$ cat config.mk
export PLATFORM = sky130hd
export DESIGN_NAME = expiring_token_fifo_unit_flat
export DESIGN_NICKNAME = d
export VERILOG_FILES = /design/src/sv/etf_pkg.sv /design/src/sv/etf_if.sv /design/src/sv/etf_ram.sv /design/src/sv/expiring_token_fifo_unit.sv /design/src/flat_wrapper.sv
export SDC_FILE = /design/constraint.sdc
export NUM_CORES = 2
export LEC_CHECK = 0
export ABC_AREA = 1
export BUFFER_PORTS_ARGS = -buffer_cell sky130_fd_sc_hd__buf_2
export CAP_MARGIN = 20
export CELL_PAD_IN_SITES_DETAIL_PLACEMENT = 0
export CELL_PAD_IN_SITES_GLOBAL_PLACEMENT = 1
export CORE_AREA = 2 2 583 295
export CTS_CLUSTER_DIAMETER = 200
export DETAILED_ROUTE_END_ITERATION = 12
export DIE_AREA = 0 0 585 297
export PLACE_DENSITY = 0.59
export SETUP_SLACK_MARGIN = 0.15
export SYNTH_ARGS = -nofsm -noshare
export SYNTH_HDL_FRONTEND = slang
export SYNTH_SLANG_ARGS = --single-unit
export TNS_END_PERCENT = 30
$ cat constraint.sdc
create_clock -name clk -period 7.7 [get_ports clk]
set_clock_uncertainty 0.15 [all_clocks]
set_input_delay 0.77 -clock clk [delete_from_list [all_inputs] [get_ports clk]]
set_output_delay 0.77 -clock clk [all_outputs]
set_load 0.03 [all_outputs]
$ cat src/sv/etf_pkg.sv
`default_nettype none

package etf_pkg;

  parameter int unsigned QUEUE_DEPTH_DEF = 16;

  localparam logic [15:0] TTL_RESET = 16'd7;

  // input item kinds
  localparam logic [1:0] KIND_BADGE = 2'd0;
  localparam logic [1:0] KIND_CROSS = 2'd1;
  localparam logic [1:0] KIND_TICK  = 2'd2;

  // result event kinds
  localparam logic [2:0] EV_EXPIRED    = 3'd0;
  localparam logic [2:0] EV_CREATED    = 3'd1;
  localparam logic [2:0] EV_AUTHORIZED = 3'd2;
  localparam logic [2:0] EV_ALARM      = 3'd3;
  localparam logic [2:0] EV_TICK       = 3'd4;

  typedef struct packed {
    logic [31:0] badge;
    logic [7:0]  source;
    logic [31:0] expiry;
  } token_t;

  typedef enum logic [2:0] {
    ST_IDLE,
    ST_ADD,
    ST_SCAN_RD,
    ST_SCAN_CHK,
    ST_FINAL,
    ST_AUTH_RD,
    ST_AUTH
  } state_t;

endpackage

`default_nettype wire

$ cat src/sv/etf_if.sv
`default_nettype none

interface etf_in_if;
  logic        valid;
  logic        ready;
  logic [1:0]  kind;
  logic [31:0] badge_number;
  logic [7:0]  source_code;

  modport source (output valid, kind, badge_number, source_code, input ready);
  modport sink   (input valid, kind, badge_number, source_code, output ready);
endinterface

interface etf_out_if;
  logic        valid;
  logic        ready;
  logic [2:0]  event_kind;
  logic [31:0] event_badge;
  logic [7:0]  event_source;
  logic [4:0]  token_total;
  logic        last;

  modport source (output valid, event_kind, event_badge, event_source, token_total, last,
                  input ready);
  modport sink   (input valid, event_kind, event_badge, event_source, token_total, last,
                  output ready);
endinterface

`default_nettype wire

$ cat src/sv/etf_ram.sv
`default_nettype none

module etf_ram #(
  parameter int unsigned WIDTH = 8,
  parameter int unsigned DEPTH = 16
) (
  input  wire logic                                    clk,
  input  wire logic                                    we,
  input  wire logic [((DEPTH > 1) ? $clog2(DEPTH) : 1)-1:0] waddr,
  input  wire logic [WIDTH-1:0]                        wdata,
  input  wire logic                                    re,
  input  wire logic [((DEPTH > 1) ? $clog2(DEPTH) : 1)-1:0] raddr,
  output logic      [WIDTH-1:0]                        rdata
);

  logic [WIDTH-1:0] mem [DEPTH];

  always_ff @(posedge clk) begin
    if (we) begin
      mem[waddr] <= wdata;
    end
    if (re) begin
      rdata <= mem[raddr];
    end
  end

endmodule

`default_nettype wire

$ cat src/sv/expiring_token_fifo_unit.sv
// Ordered queue of expiring access tokens held in one single-port-read RAM
// as a ring (head pointer plus count). A badge read appends a token,
// dropping the oldest when full. A crossing or a tick walks the held
// tokens through the RAM read port in order, emitting an expired event
// for each expired token and writing survivors back compacted. A crossing
// then reads and removes the head token as authorized, or raises an alarm
// when no token is left; a tick ends with a tick event. Results pass
// through one output register, so a new item is accepted while the last
// result still waits.
// The RAM contents are not cleared by reset; only entries below the count
// are ever read. ttl writes are taken at any time but must occur while idle.
`default_nettype none

module expiring_token_fifo_unit #(
  parameter int unsigned QUEUE_DEPTH = etf_pkg::QUEUE_DEPTH_DEF
) (
  input  wire logic        clk,
  input  wire logic        rst_n,
  input  wire logic        cfg_wr_en,
  input  wire logic [15:0] cfg_wr_data,
  etf_in_if.sink           in_ch,
  etf_out_if.source        out_ch
);

  localparam int unsigned IDX_W = (QUEUE_DEPTH > 1) ? $clog2(QUEUE_DEPTH) : 1;
  localparam int unsigned CNT_W = $clog2(QUEUE_DEPTH + 1);
  localparam int unsigned TOK_W = $bits(etf_pkg::token_t);
  localparam logic [IDX_W:0]   DEPTH_X = (IDX_W + 1)'(QUEUE_DEPTH);
  localparam logic [CNT_W-1:0] DEPTH_C = CNT_W'(QUEUE_DEPTH);

  function automatic logic [IDX_W-1:0] wrap_add(input logic [IDX_W-1:0] a,
                                                input logic [IDX_W-1:0] b);
    logic [IDX_W:0] s;
    s = {1'b0, a} + {1'b0, b};
    if (s >= DEPTH_X) s = s - DEPTH_X;
    return s[IDX_W-1:0];
  endfunction

  function automatic logic [4:0] to_total(input logic [CNT_W-1:0] c);
    logic [CNT_W+4:0] t;
    t = {5'd0, c};
    return t[4:0];
  endfunction

  etf_pkg::state_t state_r, state_nxt;

  logic [1:0]       kind_r, kind_nxt;
  logic [31:0]      badge_r, badge_nxt;
  logic [7:0]       src_r, src_nxt;
  logic [IDX_W-1:0] head_r, head_nxt;
  logic [CNT_W-1:0] cnt_r, cnt_nxt;
  logic [CNT_W-1:0] scan_k_r, scan_k_nxt;
  logic [CNT_W-1:0] scan_j_r, scan_j_nxt;
  logic [CNT_W-1:0] scan_n_r, scan_n_nxt;
  logic [31:0]      now_r, now_nxt;
  logic [15:0]      ttl_r, ttl_nxt;

  logic             out_valid_r, out_valid_nxt;
  logic [2:0]       out_kind_r, out_kind_nxt;
  logic [31:0]      out_badge_r, out_badge_nxt;
  logic [7:0]       out_src_r, out_src_nxt;
  logic [4:0]       out_total_r, out_total_nxt;
  logic             out_last_r, out_last_nxt;

  logic             ram_we, ram_re;
  logic [IDX_W-1:0] ram_waddr, ram_raddr;
  etf_pkg::token_t  ram_wtok, rd_tok;
  logic [TOK_W-1:0] ram_rdata;

  logic             out_free, out_load, in_acc, tok_expired, drop_oldest;
  logic [31:0]      age;
  logic [IDX_W-1:0] add_head;
  logic [CNT_W-1:0] add_cnt;

  etf_ram #(
    .WIDTH (TOK_W),
    .DEPTH (QUEUE_DEPTH)
  ) u_token_ram (
    .clk   (clk),
    .we    (ram_we),
    .waddr (ram_waddr),
    .wdata (ram_wtok),
    .re    (ram_re),
    .raddr (ram_raddr),
    .rdata (ram_rdata)
  );

  assign rd_tok      = etf_pkg::token_t'(ram_rdata);
  assign age         = now_r - rd_tok.expiry;
  assign tok_expired = ~age[31];
  assign out_free    = ~out_valid_r | out_ch.ready;
  assign in_acc      = in_ch.valid & in_ch.ready;
  assign drop_oldest = (cnt_r == DEPTH_C);
  assign add_head    = drop_oldest ? wrap_add(head_r, IDX_W'(1)) : head_r;
  assign add_cnt     = drop_oldest ? cnt_r - CNT_W'(1) : cnt_r;

  assign in_ch.ready         = (state_r == etf_pkg::ST_IDLE);
  assign out_ch.valid        = out_valid_r;
  assign out_ch.event_kind   = out_kind_r;
  assign out_ch.event_badge  = out_badge_r;
  assign out_ch.event_source = out_src_r;
  assign out_ch.token_total  = out_total_r;
  assign out_ch.last         = out_last_r;

  // next state
  always_comb begin
    state_nxt = state_r;
    unique case (state_r)
      etf_pkg::ST_IDLE: begin
        if (in_ch.valid) begin
          unique case (in_ch.kind)
            etf_pkg::KIND_BADGE: state_nxt = etf_pkg::ST_ADD;
            etf_pkg::KIND_CROSS,
            etf_pkg::KIND_TICK:  state_nxt = etf_pkg::ST_SCAN_RD;
            default:             state_nxt = etf_pkg::ST_FINAL;
          endcase
        end
      end
      etf_pkg::ST_ADD: begin
        if (out_free) state_nxt = etf_pkg::ST_IDLE;
      end
      etf_pkg::ST_SCAN_RD: begin
        state_nxt = (scan_k_r == scan_n_r) ? etf_pkg::ST_FINAL : etf_pkg::ST_SCAN_CHK;
      end
      etf_pkg::ST_SCAN_CHK: begin
        if (!tok_expired || out_free) state_nxt = etf_pkg::ST_SCAN_RD;
      end
      etf_pkg::ST_FINAL: begin
        if (kind_r == etf_pkg::KIND_CROSS && cnt_r != '0) begin
          state_nxt = etf_pkg::ST_AUTH_RD;
        end else if (out_free) begin
          state_nxt = etf_pkg::ST_IDLE;
        end
      end
      etf_pkg::ST_AUTH_RD: state_nxt = etf_pkg::ST_AUTH;
      etf_pkg::ST_AUTH: begin
        if (out_free) state_nxt = etf_pkg::ST_IDLE;
      end
      default: state_nxt = etf_pkg::ST_IDLE;
    endcase
  end

  // datapath, memory port and result register
  always_comb begin
    kind_nxt      = kind_r;
    badge_nxt     = badge_r;
    src_nxt       = src_r;
    head_nxt      = head_r;
    cnt_nxt       = cnt_r;
    scan_k_nxt    = scan_k_r;
    scan_j_nxt    = scan_j_r;
    scan_n_nxt    = scan_n_r;
    now_nxt       = now_r;
    ttl_nxt       = cfg_wr_en ? cfg_wr_data : ttl_r;
    ram_we        = 1'b0;
    ram_re        = 1'b0;
    ram_waddr     = '0;
    ram_raddr     = '0;
    ram_wtok      = rd_tok;
    out_load      = 1'b0;
    out_kind_nxt  = out_kind_r;
    out_badge_nxt = out_badge_r;
    out_src_nxt   = out_src_r;
    out_total_nxt = out_total_r;
    out_last_nxt  = out_last_r;

    unique case (state_r)
      etf_pkg::ST_IDLE: begin
        if (in_ch.valid) begin
          kind_nxt   = in_ch.kind;
          badge_nxt  = in_ch.badge_number;
          src_nxt    = in_ch.source_code;
          scan_k_nxt = '0;
          scan_j_nxt = '0;
          scan_n_nxt = cnt_r;
          if (in_ch.kind == etf_pkg::KIND_TICK) now_nxt = now_r + 32'd1;
        end
      end
      etf_pkg::ST_ADD: begin
        if (out_free) begin
          // drop the oldest silently when full, then append at the tail
          ram_we          = 1'b1;
          ram_waddr       = wrap_add(add_head, add_cnt[IDX_W-1:0]);
          ram_wtok.badge  = badge_r;
          ram_wtok.source = src_r;
          ram_wtok.expiry = now_r + {16'd0, ttl_r};
          head_nxt        = add_head;
          cnt_nxt         = add_cnt + CNT_W'(1);
          out_load        = 1'b1;
          out_kind_nxt    = etf_pkg::EV_CREATED;
          out_badge_nxt   = badge_r;
          out_src_nxt     = src_r;
          out_total_nxt   = to_total(add_cnt + CNT_W'(1));
          out_last_nxt    = 1'b1;
        end
      end
      etf_pkg::ST_SCAN_RD: begin
        if (scan_k_r != scan_n_r) begin
          ram_re    = 1'b1;
          ram_raddr = wrap_add(head_r, scan_k_r[IDX_W-1:0]);
        end
      end
      etf_pkg::ST_SCAN_CHK: begin
        if (tok_expired) begin
          if (out_free) begin
            out_load      = 1'b1;
            out_kind_nxt  = etf_pkg::EV_EXPIRED;
            out_badge_nxt = rd_tok.badge;
            out_src_nxt   = rd_tok.source;
            out_total_nxt = to_total(cnt_r - CNT_W'(1));
            out_last_nxt  = 1'b0;
            cnt_nxt       = cnt_r - CNT_W'(1);
            scan_k_nxt    = scan_k_r + CNT_W'(1);
          end
        end else begin
          // keep: compact toward the head
          ram_we     = 1'b1;
          ram_waddr  = wrap_add(head_r, scan_j_r[IDX_W-1:0]);
          scan_j_nxt = scan_j_r + CNT_W'(1);
          scan_k_nxt = scan_k_r + CNT_W'(1);
        end
      end
      etf_pkg::ST_FINAL: begin
        if (!(kind_r == etf_pkg::KIND_CROSS && cnt_r != '0) && out_free) begin
          out_load      = 1'b1;
          out_kind_nxt  = (kind_r == etf_pkg::KIND_CROSS) ? etf_pkg::EV_ALARM
                                                          : etf_pkg::EV_TICK;
          out_badge_nxt = '0;
          out_src_nxt   = src_r;
          out_total_nxt = to_total(cnt_r);
          out_last_nxt  = 1'b1;
        end
      end
      etf_pkg::ST_AUTH_RD: begin
        ram_re    = 1'b1;
        ram_raddr = head_r;
      end
      etf_pkg::ST_AUTH: begin
        if (out_free) begin
          head_nxt      = wrap_add(head_r, IDX_W'(1));
          cnt_nxt       = cnt_r - CNT_W'(1);
          out_load      = 1'b1;
          out_kind_nxt  = etf_pkg::EV_AUTHORIZED;
          out_badge_nxt = rd_tok.badge;
          out_src_nxt   = src_r;
          out_total_nxt = to_total(cnt_r - CNT_W'(1));
          out_last_nxt  = 1'b1;
        end
      end
      default: begin
      end
    endcase

    out_valid_nxt = out_load | (out_valid_r & ~out_ch.ready);
  end

  always_ff @(posedge clk) begin
    if (!rst_n) begin
      state_r     <= etf_pkg::ST_IDLE;
      head_r      <= '0;
      cnt_r       <= '0;
      now_r       <= '0;
      ttl_r       <= etf_pkg::TTL_RESET;
      out_valid_r <= 1'b0;
    end else begin
      state_r     <= state_nxt;
      head_r      <= head_nxt;
      cnt_r       <= cnt_nxt;
      now_r       <= now_nxt;
      ttl_r       <= ttl_nxt;
      out_valid_r <= out_valid_nxt;
    end
  end

  always_ff @(posedge clk) begin
    kind_r      <= kind_nxt;
    badge_r     <= badge_nxt;
    src_r       <= src_nxt;
    scan_k_r    <= scan_k_nxt;
    scan_j_r    <= scan_j_nxt;
    scan_n_r    <= scan_n_nxt;
    out_kind_r  <= out_kind_nxt;
    out_badge_r <= out_badge_nxt;
    out_src_r   <= out_src_nxt;
    out_total_r <= out_total_nxt;
    out_last_r  <= out_last_nxt;
  end

  a_cnt_bound: assert property (@(posedge clk) disable iff (!rst_n)
    cnt_r <= DEPTH_C)
    else $error("token count above queue depth");

  a_accept_leaves_idle: assert property (@(posedge clk) disable iff (!rst_n)
    in_acc |=> state_r != etf_pkg::ST_IDLE)
    else $error("accepted transfer did not start work");

  a_ram_one_access: assert property (@(posedge clk) disable iff (!rst_n)
    !(ram_we && ram_re))
    else $error("read and write issued in the same cycle");

  a_scan_order: assert property (@(posedge clk) disable iff (!rst_n)
    state_r == etf_pkg::ST_SCAN_CHK |-> scan_j_r <= scan_k_r && scan_k_r < scan_n_r)
    else $error("compaction write pointer passed read pointer");

  a_grow_only_on_add: assert property (@(posedge clk) disable iff (!rst_n)
    state_r == etf_pkg::ST_ADD && out_free |=> cnt_r != '0)
    else $error("append left the queue empty");

endmodule

`default_nettype wire
$ cat src/flat_wrapper.sv
// flat-port wrapper written by rule: the top's interface ports become plain ports
module expiring_token_fifo_unit_flat 
#(
  parameter int unsigned QUEUE_DEPTH = etf_pkg::QUEUE_DEPTH_DEF
)
  (clk, rst_n, cfg_wr_en, cfg_wr_data, in_ch_valid, in_ch_kind, in_ch_badge_number, in_ch_source_code, in_ch_ready, out_ch_valid, out_ch_event_kind, out_ch_event_badge, out_ch_event_source, out_ch_token_total, out_ch_last, out_ch_ready);
  etf_in_if in_ch_i ();
  etf_out_if out_ch_i ();
  input  wire logic clk;
  input  wire logic rst_n;
  input  wire logic cfg_wr_en;
  input  wire logic [15:0] cfg_wr_data;
  input wire logic [$bits(in_ch_i.valid)-1:0] in_ch_valid;
  input wire logic [$bits(in_ch_i.kind)-1:0] in_ch_kind;
  input wire logic [$bits(in_ch_i.badge_number)-1:0] in_ch_badge_number;
  input wire logic [$bits(in_ch_i.source_code)-1:0] in_ch_source_code;
  output wire logic [$bits(in_ch_i.ready)-1:0] in_ch_ready;
  output wire logic [$bits(out_ch_i.valid)-1:0] out_ch_valid;
  output wire logic [$bits(out_ch_i.event_kind)-1:0] out_ch_event_kind;
  output wire logic [$bits(out_ch_i.event_badge)-1:0] out_ch_event_badge;
  output wire logic [$bits(out_ch_i.event_source)-1:0] out_ch_event_source;
  output wire logic [$bits(out_ch_i.token_total)-1:0] out_ch_token_total;
  output wire logic [$bits(out_ch_i.last)-1:0] out_ch_last;
  input wire logic [$bits(out_ch_i.ready)-1:0] out_ch_ready;
  assign in_ch_i.valid = in_ch_valid;
  assign in_ch_i.kind = in_ch_kind;
  assign in_ch_i.badge_number = in_ch_badge_number;
  assign in_ch_i.source_code = in_ch_source_code;
  assign in_ch_ready = in_ch_i.ready;
  assign out_ch_valid = out_ch_i.valid;
  assign out_ch_event_kind = out_ch_i.event_kind;
  assign out_ch_event_badge = out_ch_i.event_badge;
  assign out_ch_event_source = out_ch_i.event_source;
  assign out_ch_token_total = out_ch_i.token_total;
  assign out_ch_last = out_ch_i.last;
  assign out_ch_i.ready = out_ch_ready;
  expiring_token_fifo_unit #(.QUEUE_DEPTH(QUEUE_DEPTH)) u_core (.clk(clk), .rst_n(rst_n), .cfg_wr_en(cfg_wr_en), .cfg_wr_data(cfg_wr_data), .in_ch(in_ch_i), .out_ch(out_ch_i));
endmodule
==> qor.csv <==
stage,metric,value,unit
place,number of I/O port buffers,113,
floorplan,boundary pin count,114,
yosys,dominant cells by area after synthesis,"edfxtp_1, o211ai_1, nand3_1",
yosys,cell area after synthesis,58800,um2
layout,Post-Layout Inst Area,66700,um2
clocking,TritonCTS clock tree,done,
layout,total of fill cells in the finished design,16133,
route,Vias per Instance,5.09,
global_route,number of antenna violations at the first check in global routing,6,
critical_path,data required time at the worst endpoint,7.93,ns
critical_path,maximum fanout along the worst path,29,
route,wire length the detailed router placed on met1,89.1,mm
sta,RSZ-0062 raised after global routing,false,
sta,portion of the clock cycle consumed by the worst path in the final layout,0.654,
floorplan,floorplan die height,297,um
clocking,count of H-tree levels built during CTS,4,
yosys,synthesized net count,5041,
sta,Slew @ Worst Pin,1.11,ns
route,per-cell routed wire length,22.9,um
route,detailed-routing iteration count for the pre-antenna-repair pass,6,
job,count of maximum capacitance violations,0,
hold_path,min-delay src,in_ch_badge_number[11],
layout,area of the multi-input gates,15100,um2
place,final weighted congestion in routability-driven placement,0.876,
yosys,Synth warnings,0,
yosys,"Top FF cell, synth",edfxtp_1,
clocking,Clock transition at path regs,0.06,ns
route,total met2 wirelength after detailed routing,66.3,mm
sta,total setup violations reported at the end of the flow,0,
global_route,maximum number of pins on one net before global-route repair,176,
clocking,"Clk Latency, worst-skew pair",0.78,ns
critical_path,slack of the worst reg-to-reg path,2.66,ns
place,instance area at placement,62200,um2
route,wire length on met3,12.4,mm
layout,nets,5173,
critical_path,type of the worst setup path,register to register,
layout,Register Area,41100,um2
sta,post-layout minimum cycle time,5.04,ns
sta,post-route setup TNS,0,ns
floorplan,placement row count,107,
sta,fin. max-slew vios,0,
route,antenna violation net count after detailed routing,0,
critical_path,worst r2r src,u_core.now_r[6]$_SDFFE_PN0P_,
yosys,cell taking the most area after synthesis,edfxtp_1,
place,DPL Wire Length,96.0,mm
yosys,Yosys reg bits,1390,
route,drt total wl,170,mm
critical_path,Arrival @ worst endpoint,5.26,ns
pwr,standby leakage power,0.0228,uW
run_status,status,"finished, final reports clean",
pwr,peak ir drop on the vdd network,0.166,mV
floorplan,core footprint,169000,um2
yosys,share of the synthesized area in the top cell type,0.679,
clocking,clock sink total,1390,
clocking,Bufs on Longest Clock Path,4,
yosys,Synth Area per Inst,12.0,um2
clocking,Root Buffer Master,clkbuf_16,
critical_path,Reg-to-Reg End,u_core.u_token_ram.mem[3][64]$_DFFE_PP_,
yosys,post-synth cell types,50,
global_route,overall global routing resource usage,0.193,
floorplan,x dimension of the die,585,um
layout,synth-to-layout area growth,13.5,%
critical_path,depth of the worst register-to-register path,15,
layout,fraction of final layout cells sized beyond drive strength 1,0.118,
global_route,leftover overflow at the end of global routing,0,
global_route,first-pass GRT wire length,249,mm
sta,final hold violation count,0,
clocking,post-CTS sizing,0,
clocking,number of buffers created by CTS,139,
critical_path,launching element type of the critical path,register,
route,total number of vias,37744,
sta,Max Clock Freq,199,MHz
route,DRC violations left,0,
yosys,"FFs w/ async S/R, synth",0,
route,Initial DRC Count,4052,
sta,relative slew slack,0.260,
hold_path,Worst Hold Depth,1,
yosys,number of instances in the synthesized netlist,4908,
hold_path,Hold WC Path Type,input port to register,
floorplan,effective utilization at floorplan,0.348,
global_route,number of global-route vias before repair,35488,
yosys,number of flops mapped to enable cells by yosys,1329,
yosys,share of synthesized area occupied by flip-flops and latches,0.700,
hold_path,Hold EP,u_core.badge_r[11]$_DFFE_PP_,
pwr,power per standard cell area,263,nW/um2
route,top routing layer used,met5,
clocking,buffers inserted during post-CTS setup optimization,0,
floorplan,full die area,174000,um2
critical_path,sort of element at the end of the critical path,register,
==> cell families (layout without fill, tap and decap cells) <==
group                      after synthesis  in the layout  synth area share
and+or+nand+nor                       1897           1897             0.143
DFF                                   1390           1390             0.700
AOI/OAI and AO/OA                      852            852            0.0884
buffers and inverters                  649            870            0.0457
adders and majority gates               70             70            0.0154
xor gates and xnor gates                50             50           0.00745
other                                    0              4                 0
==> Yosys cell counts, types with 8 or more instances <==
library cell  instances
ha_1                 66
or2_0                37
nand2_1             534
nand3_1             496
inv_1               366
clkbuf_1            120
o21ai_0             380
xor2_1               34
edfxtp_1           1329
dfxtp_1              61
buf_6                11
buf_2               121
o21ai_1              31
a21oi_1              73
o211ai_1            338
or2_2               154
nor3_1               23
nand4_1              20
inv_2                 8
nor2_1              606
xnor2_1              16
buf_1                16
==> registers in the layout, summed over array words and instances, names as in the netlist, 8 cells and up <==
register,count
u_core.badge_r,32
u_core.src_r,8
u_core.u_token_ram.mem,1152
u_core.ttl_r,16
u_core.now_r,32
u_core.out_ch.event_source,8
u_core.u_token_ram.rdata,72
u_core.out_ch.event_badge,32
==> layout by cell type, fill, tap and decap left out, drive strengths merged, types with 8 or more instances in the layout <==
| cell | count |
|---|---|
| o21ai | 411 |
| a21oi | 73 |
| nor2 | 610 |
| xnor2 | 16 |
| buf | 230 |
| clkinv | 43 |
| dlygate4sd3 | 31 |
| ha | 66 |
| dfxtp | 61 |
| xor2 | 34 |
| inv | 375 |
| nor3 | 27 |
| nand2 | 538 |
| or2 | 197 |
| nand4 | 20 |
| edfxtp | 1329 |
| o211ai | 338 |
| clkbuf | 177 |
| bufinv | 8 |
| nand3 | 498 |
==> worst max-delay path by stage <==
stage / from / to / slack, ns / cells past startpoint
2_1_floorplan: u_core.cnt_r[0]$_SDFFE_PN0P_ / u_core.u_token_ram.mem[1][0]$_DFFE_PP_ / 1.30 / 16
3_3_place_gp: u_core.now_r[6]$_SDFFE_PN0P_ / u_core.u_token_ram.mem[15][62]$_DFFE_PP_ / 2.82 / 16
3_5_place_dp: u_core.cnt_r[0]$_SDFFE_PN0P_ / u_core.u_token_ram.mem[1][4]$_DFFE_PP_ / 2.78 / 11
4_1_cts: u_core.cnt_r[0]$_SDFFE_PN0P_ / u_core.u_token_ram.mem[1][70]$_DFFE_PP_ / 2.74 / 11
5_1_grt: u_core.cnt_r[0]$_SDFFE_PN0P_ / u_core.u_token_ram.mem[1][65]$_DFFE_PP_ / 2.37 / 11
6_report: u_core.now_r[6]$_SDFFE_PN0P_ / u_core.u_token_ram.mem[3][64]$_DFFE_PP_ / 2.66 / 15
==> report_power, final <==
group	total [uW]	leakage, uW	internal [uW]	switching [uW]
clock network	6550	0.00201	3660	2890
registers	8850	0.0125	8780	73.3
logic	2160	0.00830	537	1630
==> cell type report <==
type | instances | area share
Sequential cell | 1390 | 0.617
Multi-Input combinational cell | 2869 | 0.227
Clock inverter | 55 | 0.00696
Clock buffer | 175 | 0.0554
Tap cell | 2289 | 0.0429
Timing Repair Buffer | 263 | 0.0295
Antenna cell | 4 | 0.000150
Inverter | 377 | 0.0215
==> critical path, cell delays in order (launching register included) <==
cell,delay (ns)
dfxtp_1,0.49
ha_1,0.31
nand2_1,0.09
inv_1,0.04
a21oi_1,0.13
nand2_1,0.15
nand2_1,0.09
nand2_1,0.22
nand2_1,0.23
nand2_1,0.07
nand2_1,0.19
nand3_1,0.19
o21ai_0,0.40
nand3_1,0.40
nor2_4,0.81
buf_4,0.61
==> stage by stage <==
step,total power (uW),setup slack (ns),utilization,instances,hold WS [ns]
CTS,17700,2.74,0.394,7409,0.00262
floorplan,10300,1.30,-,4908,0.280
global route,18300,2.37,0.395,7419,0.0147
global placement,11200,2.82,0.368,7146,0.296
finish,17600,2.66,0.395,7422,0.0518
detailed placement,11200,2.78,0.368,7148,0.297
==> what timing repair did <==
item                       4_1_cts  5_1_grt
hold buffers                    31        0
hold endpoints to repair        31        0
setup endpoints to repair        0        0
==> routing by layer <==
layer / vias up / GRT usage
li1: 17791 / -
met1: 18673 / 0.320
met2: 1108 / 0.252
met3: 170 / 0.0438
met4: 2 / 0.0292
met5: - / 0
Note: power is estimated with default switching activity, not from simulation.
